### src/rtl/core/triangle_cull_stage_macros.svh
// ----------------------------------------------------------------------------
// triangle_cull_stage_macros.svh
// Assertion helpers shared by the triangle cull stage sources.
// ----------------------------------------------------------------------------
`ifndef TRIANGLE_CULL_STAGE_MACROS_SVH
`define TRIANGLE_CULL_STAGE_MACROS_SVH

// Same-cycle implication, sampled on clk_i, off while rst_ni is low.
`define TCS_ASSERT_IMP(lbl, ante, cons, msg) \
  lbl: assert property (@(posedge clk_i) disable iff (!rst_ni) (ante) |-> (cons)) \
    else $error(msg);

// Next-cycle implication, sampled on clk_i, off while rst_ni is low.
`define TCS_ASSERT_NXT(lbl, ante, cons, msg) \
  lbl: assert property (@(posedge clk_i) disable iff (!rst_ni) (ante) |=> (cons)) \
    else $error(msg);

`endif

### src/rtl/core/tcs_pkg.sv
// ----------------------------------------------------------------------------
// tcs_pkg
// Types and constants of the triangle cull stage.
// ----------------------------------------------------------------------------
package tcs_pkg;

  localparam int COORD_BITS = 32;
  localparam int REG_BITS   = 32;
  // width used to compare w against the plane limits
  localparam int RNG_BITS   = (COORD_BITS > REG_BITS) ? COORD_BITS : REG_BITS;
  // edge differences carry one extra bit, products twice that
  localparam int DIFF_BITS  = COORD_BITS + 1;
  localparam int PROD_BITS  = 2 * DIFF_BITS;

  localparam int CFG_IDX_BITS = 2;

  typedef enum logic [CFG_IDX_BITS-1:0] {
    CFG_WINDING_CCW = 2'd0,
    CFG_NEAR_W      = 2'd1,
    CFG_FAR_W       = 2'd2
  } cfg_idx_e;

  localparam logic                       WINDING_RST = 1'b1;
  localparam logic signed [REG_BITS-1:0] NEAR_W_RST  = 32'sd6554;
  localparam logic signed [REG_BITS-1:0] FAR_W_RST   = 32'sd6553600;

  typedef logic signed [COORD_BITS-1:0] coord_t;

  typedef struct packed {
    coord_t x;
    coord_t y;
    coord_t z;
    coord_t w;
  } vertex_t;

  typedef struct packed {
    coord_t v0_x;
    coord_t v0_y;
    coord_t v0_z;
    coord_t v0_w;
    coord_t v1_x;
    coord_t v1_y;
    coord_t v1_z;
    coord_t v1_w;
    coord_t v2_x;
    coord_t v2_y;
    coord_t v2_z;
    coord_t v2_w;
  } tri_in_t;

  typedef struct packed {
    logic frustum_reject;
    logic depth_range_reject;
    logic front_facing;
  } cull_res_t;

  // per-vertex findings of one lane
  typedef struct packed {
    logic outside;
    logic range_bad;
  } lane_flags_t;

  // sign of the doubled signed area
  typedef struct packed {
    logic neg;
    logic zero;
  } area_flags_t;

endpackage

### src/rtl/core/tcs_vertex_lane.sv
// ----------------------------------------------------------------------------
// tcs_vertex_lane
// Per-vertex cube test and w plane test, one registered stage.
// ----------------------------------------------------------------------------
module tcs_vertex_lane
  import tcs_pkg::*;
(
  input  logic                       clk_i,
  input  vertex_t                    vtx_i,
  input  logic signed [REG_BITS-1:0] near_i,
  input  logic signed [REG_BITS-1:0] far_i,
  output lane_flags_t                flags_o
);

  logic [COORD_BITS-1:0]      mag_x, mag_y, mag_z, mag_w;
  logic signed [RNG_BITS-1:0] w_ext, near_ext, far_ext;
  lane_flags_t                flags_d, flags_q;

  // magnitude as unsigned: the most negative code maps to its true size
  assign mag_x = vtx_i.x[COORD_BITS-1] ? -vtx_i.x : vtx_i.x;
  assign mag_y = vtx_i.y[COORD_BITS-1] ? -vtx_i.y : vtx_i.y;
  assign mag_z = vtx_i.z[COORD_BITS-1] ? -vtx_i.z : vtx_i.z;
  assign mag_w = vtx_i.w[COORD_BITS-1] ? -vtx_i.w : vtx_i.w;

  assign w_ext    = RNG_BITS'(vtx_i.w);
  assign near_ext = RNG_BITS'(near_i);
  assign far_ext  = RNG_BITS'(far_i);

  always_comb begin
    // w of zero puts the vertex outside; a point on a face stays inside
    flags_d.outside   = (vtx_i.w == '0) || (mag_x > mag_w) || (mag_y > mag_w) ||
                        (mag_z > mag_w);
    flags_d.range_bad = (w_ext < near_ext) || (w_ext > far_ext);
  end

  always_ff @(posedge clk_i) begin
    flags_q <= flags_d;
  end

  assign flags_o = flags_q;

endmodule

### config.mk
export PLATFORM = sky130hd
export DESIGN_NAME = tcs_vertex_lane
export DESIGN_NICKNAME = d
export VERILOG_FILES = /design/src/rtl/core/triangle_cull_stage_macros.svh /design/src/rtl/core/tcs_pkg.sv /design/src/rtl/core/tcs_vertex_lane.sv
export SDC_FILE = /design/constraint.sdc
export NUM_CORES = 1
export LEC_CHECK = 0
export ABC_AREA = 0
export BUFFER_PORTS_ARGS = -buffer_cell sky130_fd_sc_hd__buf_2
export CORE_MARGIN = 2
export CORE_UTILIZATION = 54
export DETAILED_ROUTE_END_ITERATION = 7
export GPL_TIMING_DRIVEN = 0
export PLACE_DENSITY = 0.84
export SYNTH_ARGS = -nofsm -noshare
export SYNTH_HDL_FRONTEND = slang
export SYNTH_SLANG_ARGS = --single-unit
### constraint.sdc
create_clock -name clk_i -period 6.4 [get_ports clk_i]
set_clock_uncertainty 0.15 [all_clocks]
set_input_delay 0.64 -clock clk_i [delete_from_list [all_inputs] [get_ports clk_i]]
set_output_delay 0.64 -clock clk_i [all_outputs]
set_load 0.01 [all_outputs]
Yosys cells after proc, flatten, opt, wreduce, memory -nomap -nowiden --
Cells that the tools add are included.
Storage, ports and cells: logic and storage cells 20, bits of input ports 193, register bits after elaboration 2, output and inout bits 2
Cells by class: add/subtract/negate cells 4, reduce and logical (&&, ||, !) cells 5, $lt $le $gt $ge 5, multiplexer cells 4
Operator list (count):
- $gt 32x32->1 | 4
- $mux 32 | 4
- $neg 32->32 | 4
- $logic_not 32->1 | 1
- $lt 32x32->1 | 1
- $logic_or 1x1->1 | 4

Depth between registers and ports, before layout --
Gate-level depths: netlist (run 1).
depth after elaboration 6, gate-level depth with buffers 18, mapped depth without buffers 18

Worst setup path after synthesis (run 1) --
Ideal clock, no wire load.
path kind in2reg, start point input port vtx_i[9] (netlist name), end point register flags_q (netlist bit flags_o[1]), slack 1584 ps, data arrival time 4536 ps, required time 6120 ps, cell stages on the path 17, cells stage by stage nor4_1 nand2_1 or3_1 or4_1 nor3_2 nand3_1 or3_1 o31ai_1 xor2_1 ha_1 nand3_1 nor3_1 nand3_1 or3_1 or2_1 a22oi_1 nand4_1
RTL lines:
- start: declaration | RTL line tcs_vertex_lane.sv:9 | input vertex_t vtx_i,
- end signal: assignment | RTL line tcs_vertex_lane.sv:37 | flags_q <= flags_d;
- end: declaration | RTL line tcs_vertex_lane.sv:17 | lane_flags_t flags_d, flags_q;

==> results_dict.tcl, run 1 <==
set metrics [dict create \
    hold_end "flags_o[0]" \
    wl_met1_mm 8.181 \
    drc_errors 0 \
    largest_reg_flops 2 \
    crit_type "in -> reg" \
    grt_use_total_pct 28.61 \
    hp-start "near_i[30]" \
    dieArea_um2 12490 \
    die_y_um 111.8 \
    post_cts_resized 0 \
    holdPathStages 5 \
    cp_data_required_time_ns 6.28 \
    synthTopCellsByArea "ha_1 (32%), xnor2_1 (12%), xor2_1 (5.0%)" \
    ant_nets 0 \
    crit_fanout 7 \
    fin_ws_ns 0.7023 \
    maxCapViolations 0 \
    wl_met2_mm 8.591 \
    grt_max_degree 11 \
    dr_total_vias 6958 \
    endpoint_kind "register" \
    status "complete, no violations" \
    clock-sinks 2 \
    cts_tree "built" \
    ir_drop_mv 0.1728 \
    yosys.area.top_type "ha_1" \
    num_antenna_cells 0 \
    layout-drive-gt1-share_pct 20.40 \
    drt-wirelength-per-cell_um 15.45 \
    p_leak_nw 3.698 \
    layout_commonest_cell "buf_2" \
    core_area_um2 11370 \
    ys_ff_latch 2 \
    pre_cts_slack_ns 0.5256 \
    hold_viol 0 \
    postRouteWirelength_mm 18.26 \
    holdCritPathClass "in -> reg" \
    cts_made_buffers 3 \
    relSlewSlack_pct 47.09 \
    worstMarginPinSlew_ns 0.7864 \
    ios 195 \
    final_cell_mix "buf_2 (194), ha_1 (158), xnor2_1 (85), inv_1 (77), nand2_1 (60)" \
    grt_pass1_wl_mm 30.35 \
    topRoutingLayerUsed "met5" \
    fin_crit_sh_pct 89.03 \
    fin_crit_ns 5.698 \
    dr_wl_met3_mm 1.157 \
    syn_area_per_cell_um2 7.446 \
    max_clock_freq_mhz 175.5 \
    dp_hpwl_mm 16.21 \
    gp_congestion 0.9632 \
    rsz0062_at_grt "false" \
    finalSetupViolations 0 \
    synth_edf_count 0 \
    yosys.cell_types.count 58 \
    rows 39 \
    syn_area_um2 6270 \
    tns_ns 0 \
    htreeDepth 1 \
    die_w_um 111.8 \
    yosysSeqAreaShare_pct 0.6386 \
    drtIter0Drc 351 \
    antenna_found_initial 2 \
    synth_top_area_share_pct 31.53 \
    synthArstFlopShare_pct 0 \
    syn_nets 1193 \
    start_util_pct 55.14 \
    cts_post_setup_buffers_inserted 0 \
    grt-ovfl-total 0 \
    drt-vias-per-instance 5.887 \
    synth_cells 842 \
    worstPathArrival_ns 5.58 \
    syn_to_final_growth_pct 19.54 \
    cp-start-kind "input port" \
    nets 1392 \
    crit_start "vtx_i[8]" \
    synthFlopType "dfxtp_1" \
    clk_pin_slew_ns 0.03 \
    grt_pass1_vias 6705 \
    holdBufCountCts 0 \
    clk_path_buf_depth 2 \
    slew_viol_final 0 \
    portBuffers 194 \
    yosysWarnings 0 \
    cts-root-buf "clkbuf_16" \
    powerDensity_nw_per_um2 93.68 \
    first_pass_iters 5 \
]
==> metrics by stage <==
step | std cells | power (mW) | utilization [%] | hold slack (ns) | instance area (µm²)
finish | 1182 | 0.7021 | 65.92 | 0.7858 | 7495
detailed placement | 1179 | 0.5975 | 65.26 | 0.8839 | 7420
global placement | 1179 | 0.5810 | 65.26 | 0.8916 | 7420
CTS | 1182 | 0.6983 | 65.92 | 0.7818 | 7495
floorplan | 842 | 0.3984 | - | 0.7940 | 6270
global route | 1182 | 0.7862 | 65.92 | 0.8504 | 7495
==> report_power, final <==
group | total, mW | internal, mW | switching [mW]
sequential | 0.0162 | 0.0155 | 0.000670
combinational | 0.590 | 0.268 | 0.322
clock | 0.0960 | 0.0797 | 0.0163
==> cell type report <==
| class | count | area, µm² |
|---|---|---|
| Timing Repair Buffer | 194 | 970.9 |
| Clock buffer | 3 | 75.07 |
| Multi-Input combinational cell | 748 | 5884 |
| Inverter | 80 | 300.3 |
| Buffer | 12 | 45.04 |
| Tap cell | 143 | 178.9 |
| Fill cell | 1021 | 3875 |
| Sequential cell | 2 | 40.04 |
==> cell families after synthesis <==
kind of cell / Yosys count / share of synthesized area (%)
fa+ha+maj: 163 / 32.37
simple gates: 248 / 21.85
flops: 2 / 0.6386
compound gates: 215 / 22.57
buf+inv: 92 / 5.508
xor+xnor: 121 / 16.90
mux: 1 / 0.1597
==> per-layer routing <==
metal | up-vias | track usage, %
li1 | 3538 | -
met1 | 3128 | 36.96
met2 | 263 | 51.68
met3 | 27 | 2.014
met4 | 2 | 6.914
met5 | - | 0
==> critical path, cell delays in order <==
cell,delay (ns)
buf_2,0.16
nor4_1,0.47
nand2_1,0.12
or3_1,0.37
or4_1,0.48
nor3_2,0.21
nand3_1,0.20
or3_1,0.47
o31ai_1,0.27
xor2_1,0.39
ha_1,0.22
nand3_1,0.10
nor3_1,0.28
nand3_1,0.13
or3_1,0.40
or2_1,0.24
a22oi_1,0.22
nand4_1,0.22
==> worst max-delay path by stage <==
stage | end | depth (start not counted)
2_1_floorplan | flags_o[1] | 17
3_3_place_gp | flags_o[1] | 18
3_5_place_dp | flags_o[1] | 18
4_1_cts | flags_o[1] | 18
5_1_grt | flags_o[1] | 18
6_report | flags_o[1] | 18
==> synth_stat cells, types with 3 or more instances <==
cell and count:
nor2_1 31, xor2_1 36, or2_1 5, clkbuf_1 12, nand2b_1 12, o21ai_0 57
o41ai_1 16, nor4_1 16, or4_1 14, or3_1 19, nand2_1 60, a2111oi_0 3
nor3_1 11, a21oi_1 38, ha_1 158, o211ai_1 5, inv_1 77, a21boi_0 3
xnor2_1 85, o31ai_1 28, a221oi_1 3, o21ai_1 11, nand4_1 34, o21a_1 5
maj3_1 3, nand3_1 14, nor2b_1 15, a21o_1 30, inv_2 3
No activity file was read; power rests on OpenSTA's default activity.
==> run 2: changes to the inputs <==
Settings changed: ABC_AREA 0 to 1, CORE_UTILIZATION 54 to 50, PLACE_DENSITY 0.84 to 0.8.
Clock period 6.4 ns to 4.75 ns, I/O delays scaled along.
==> results_dict.tcl, run 2 <==
set metrics [dict create \
    status "complete, no violations" \
    yosysMostFrequentCell "nand2_1" \
    clkPwrFrac_pct 12.7 \
    p_leak_nw 4.609 \
    max_clock_freq_mhz 270.5 \
    fin_util_pct 59.95 \
    post_cts_resized 0 \
    maxCapViolations 0 \
    rsz0062_at_grt "false" \
    synth_edf_count 0 \
    syn_nets 1466 \
    syn_area_um2 6959 \
    wl_met2_mm 9.203 \
    final_cell_mix "nand2_1 (199), buf_2 (194), inv_1 (158), ha_1 (158), nor2_1 (114)" \
    yosysWarnings 0 \
    synthArstFlopShare_pct 0 \
    grt_max_degree 11 \
    die_w_um 122.0 \
    grt-ovfl-total 0 \
    endpoint_kind "register" \
    syn_to_final_growth_pct 18.19 \
    die_y_um 122.0 \
    relSlewSlack_pct 60.03 \
    cts-root-buf "clkbuf_16" \
    dr_wl_met3_mm 1.358 \
    synthTopCellsByCount "nand2_1 (199), ha_1 (158), inv_1 (158)" \
    largest_reg_flops 2 \
    synthTopCellsByArea "ha_1 (28%), nand2_1 (11%), xor2_1 (9.8%)" \
    yosysSeqAreaShare_pct 0.5753 \
    drt-vias-per-instance 5.270 \
    yosys.cell_types.count 48 \
    yosys.area.top_type "ha_1" \
    clk_path_buf_depth 2 \
    drc_errors 0 \
    dr_total_vias 7863 \
    rows 43 \
    worstPathArrival_ns 3.71 \
    worstMarginPinSlew_ns 0.5933 \
    ios 195 \
    htreeDepth 1 \
    topRoutingLayerUsed "met5" \
    layout_commonest_cell "nand2_1" \
    grt_pass1_wl_mm 31.90 \
    internal_power_uw 479.6 \
    ir_drop_mv 0.07851 \
    tns_ns 0 \
    synth_top_area_share_pct 28.41 \
    powerDensity_nw_per_um2 120.1 \
    drtIter0Drc 364 \
    clk_pin_slew_ns 0.03 \
    cts_post_setup_buffers_inserted 0 \
    cp-start-kind "input port" \
    sw_frac_of_total_pct 51.44 \
    cp_data_required_time_ns 4.76 \
    power.switching_uw 508.1 \
    gp_congestion 0.9292 \
    synthFlopType "dfxtp_1" \
    syn_area_per_cell_um2 6.241 \
    dp_hpwl_mm 17.77 \
    layout-drive-gt1-share_pct 20.53 \
    postRouteWirelength_mm 19.58 \
    synth_cells 1115 \
    fill_cells 1361 \
    slew_viol_final 0 \
    antenna_found_initial 4 \
    cts_made_buffers 3 \
    first_pass_iters 5 \
    ant_nets 0 \
    comb_power_share_pct 85.1 \
    grt_pass1_vias 7420 \
    dieArea_um2 14880 \
    holdCritPathClass "in -> reg" \
    nets 1663 \
    core_area_um2 13720 \
    ys_ff_latch 2 \
    crit_type "in -> reg" \
    finalSetupViolations 0 \
    drt-wirelength-per-cell_um 13.12 \
    hold_viol 0 \
    fin_crit_ns 3.697 \
    wl_met1_mm 8.601 \
    fin_crit_sh_pct 77.83 \
    holdBufCountCts 0 \
    start_util_pct 50.73 \
    final_area_um2 8225 \
    clock-sinks 2 \
    crit_fanout 4 \
    seqPwrFrac_pct 2.2 \
    portBuffers 192 \
    post_dp_cell_area_um2 8145 \
    cts_tree "built" \
    grt_use_total_pct 25.94 \
]
-- run 2: area by class of cell --
| type | instances | area [µm²] | share of cell area (%) |
|---|---|---|---|
| clock buffers | 3 | 75.07 | 0.9127 |
| repair buffers | 192 | 960.9 | 11.68 |
| plain buffers | 12 | 47.55 | 0.5780 |
| well taps | 180 | 225.2 | 2.738 |
| flip-flops and latches | 2 | 40.04 | 0.4868 |
| multi-input cells | 915 | 6171 | 75.02 |
| inverters | 186 | 700.7 | 8.518 |
| diodes | 2 | 5.005 | 0.06085 |
-- run 2: metal layers --
| metal | vias to the layer above | track usage, % |
|---|---|---|
| li1 | 4125 | - |
| met5 | - | 0 |
| met1 | 3430 | 32.25 |
| met4 | 4 | 5.532 |
| met3 | 33 | 2.762 |
| met2 | 271 | 47.91 |
-- run 2: logic make-up after synthesis --
| group | after synthesis | share of synthesized area (%) |
|---|---|---|
| AND/OR/NAND/NOR | 475 | 32.00 |
| AO/OA/AOI/OAI | 171 | 14.29 |
| flip-flops | 2 | 0.5754 |
| XOR/XNOR | 111 | 13.97 |
| buffers and inverters | 198 | 10.75 |
| adder cells (fa/ha/maj) | 158 | 28.41 |
-- run 2: path summary, 6_finish.rpt --
path / start / end / cells after the start
max: vtx_i[0] / flags_o[1] / 25
min: vtx_i[31] / flags_o[0] / 4
-- run 2: critical path, cell delays in order --
cell,delay (ns)
buf_2,0.13
inv_1,0.13
ha_1,0.19
nand2_1,0.07
nor2_2,0.12
nand3_1,0.14
nand2_2,0.13
nand2_2,0.09
a21oi_1,0.20
o21ai_0,0.17
nor2_1,0.14
xor2_1,0.37
ha_1,0.21
nand4_1,0.09
nor3_1,0.24
nand3_1,0.11
inv_1,0.06
nand3_1,0.07
nor2_1,0.13
nand2_1,0.09
nand3_1,0.09
inv_2,0.03
nand2_1,0.05
nand2_1,0.07
nand3_2,0.08
-- run 2: metrics by stage --
step	power, mW	std cells	setup WS (ns)	hold slack [ns]
finish	0.9877	1492	1.053	0.6051
global route	1.118	1490	0.6255	0.6390
CTS	0.9878	1490	1.017	0.6038
detailed placement	0.8554	1487	0.7944	0.7204
global placement	0.8291	1487	0.8382	0.7192
floorplan	0.5901	1115	1.549	0.5962
-- run 2: power by group through the flow --
stage          Clock [mW]  Combinational, mW  Sequential, mW
3_5_place_dp            0              0.833          0.0220
2_1_floorplan           0              0.566          0.0246
3_3_place_gp            0              0.807          0.0219
4_1_cts             0.128              0.838          0.0218
6_report            0.125              0.841          0.0217
5_1_grt             0.130              0.965          0.0222
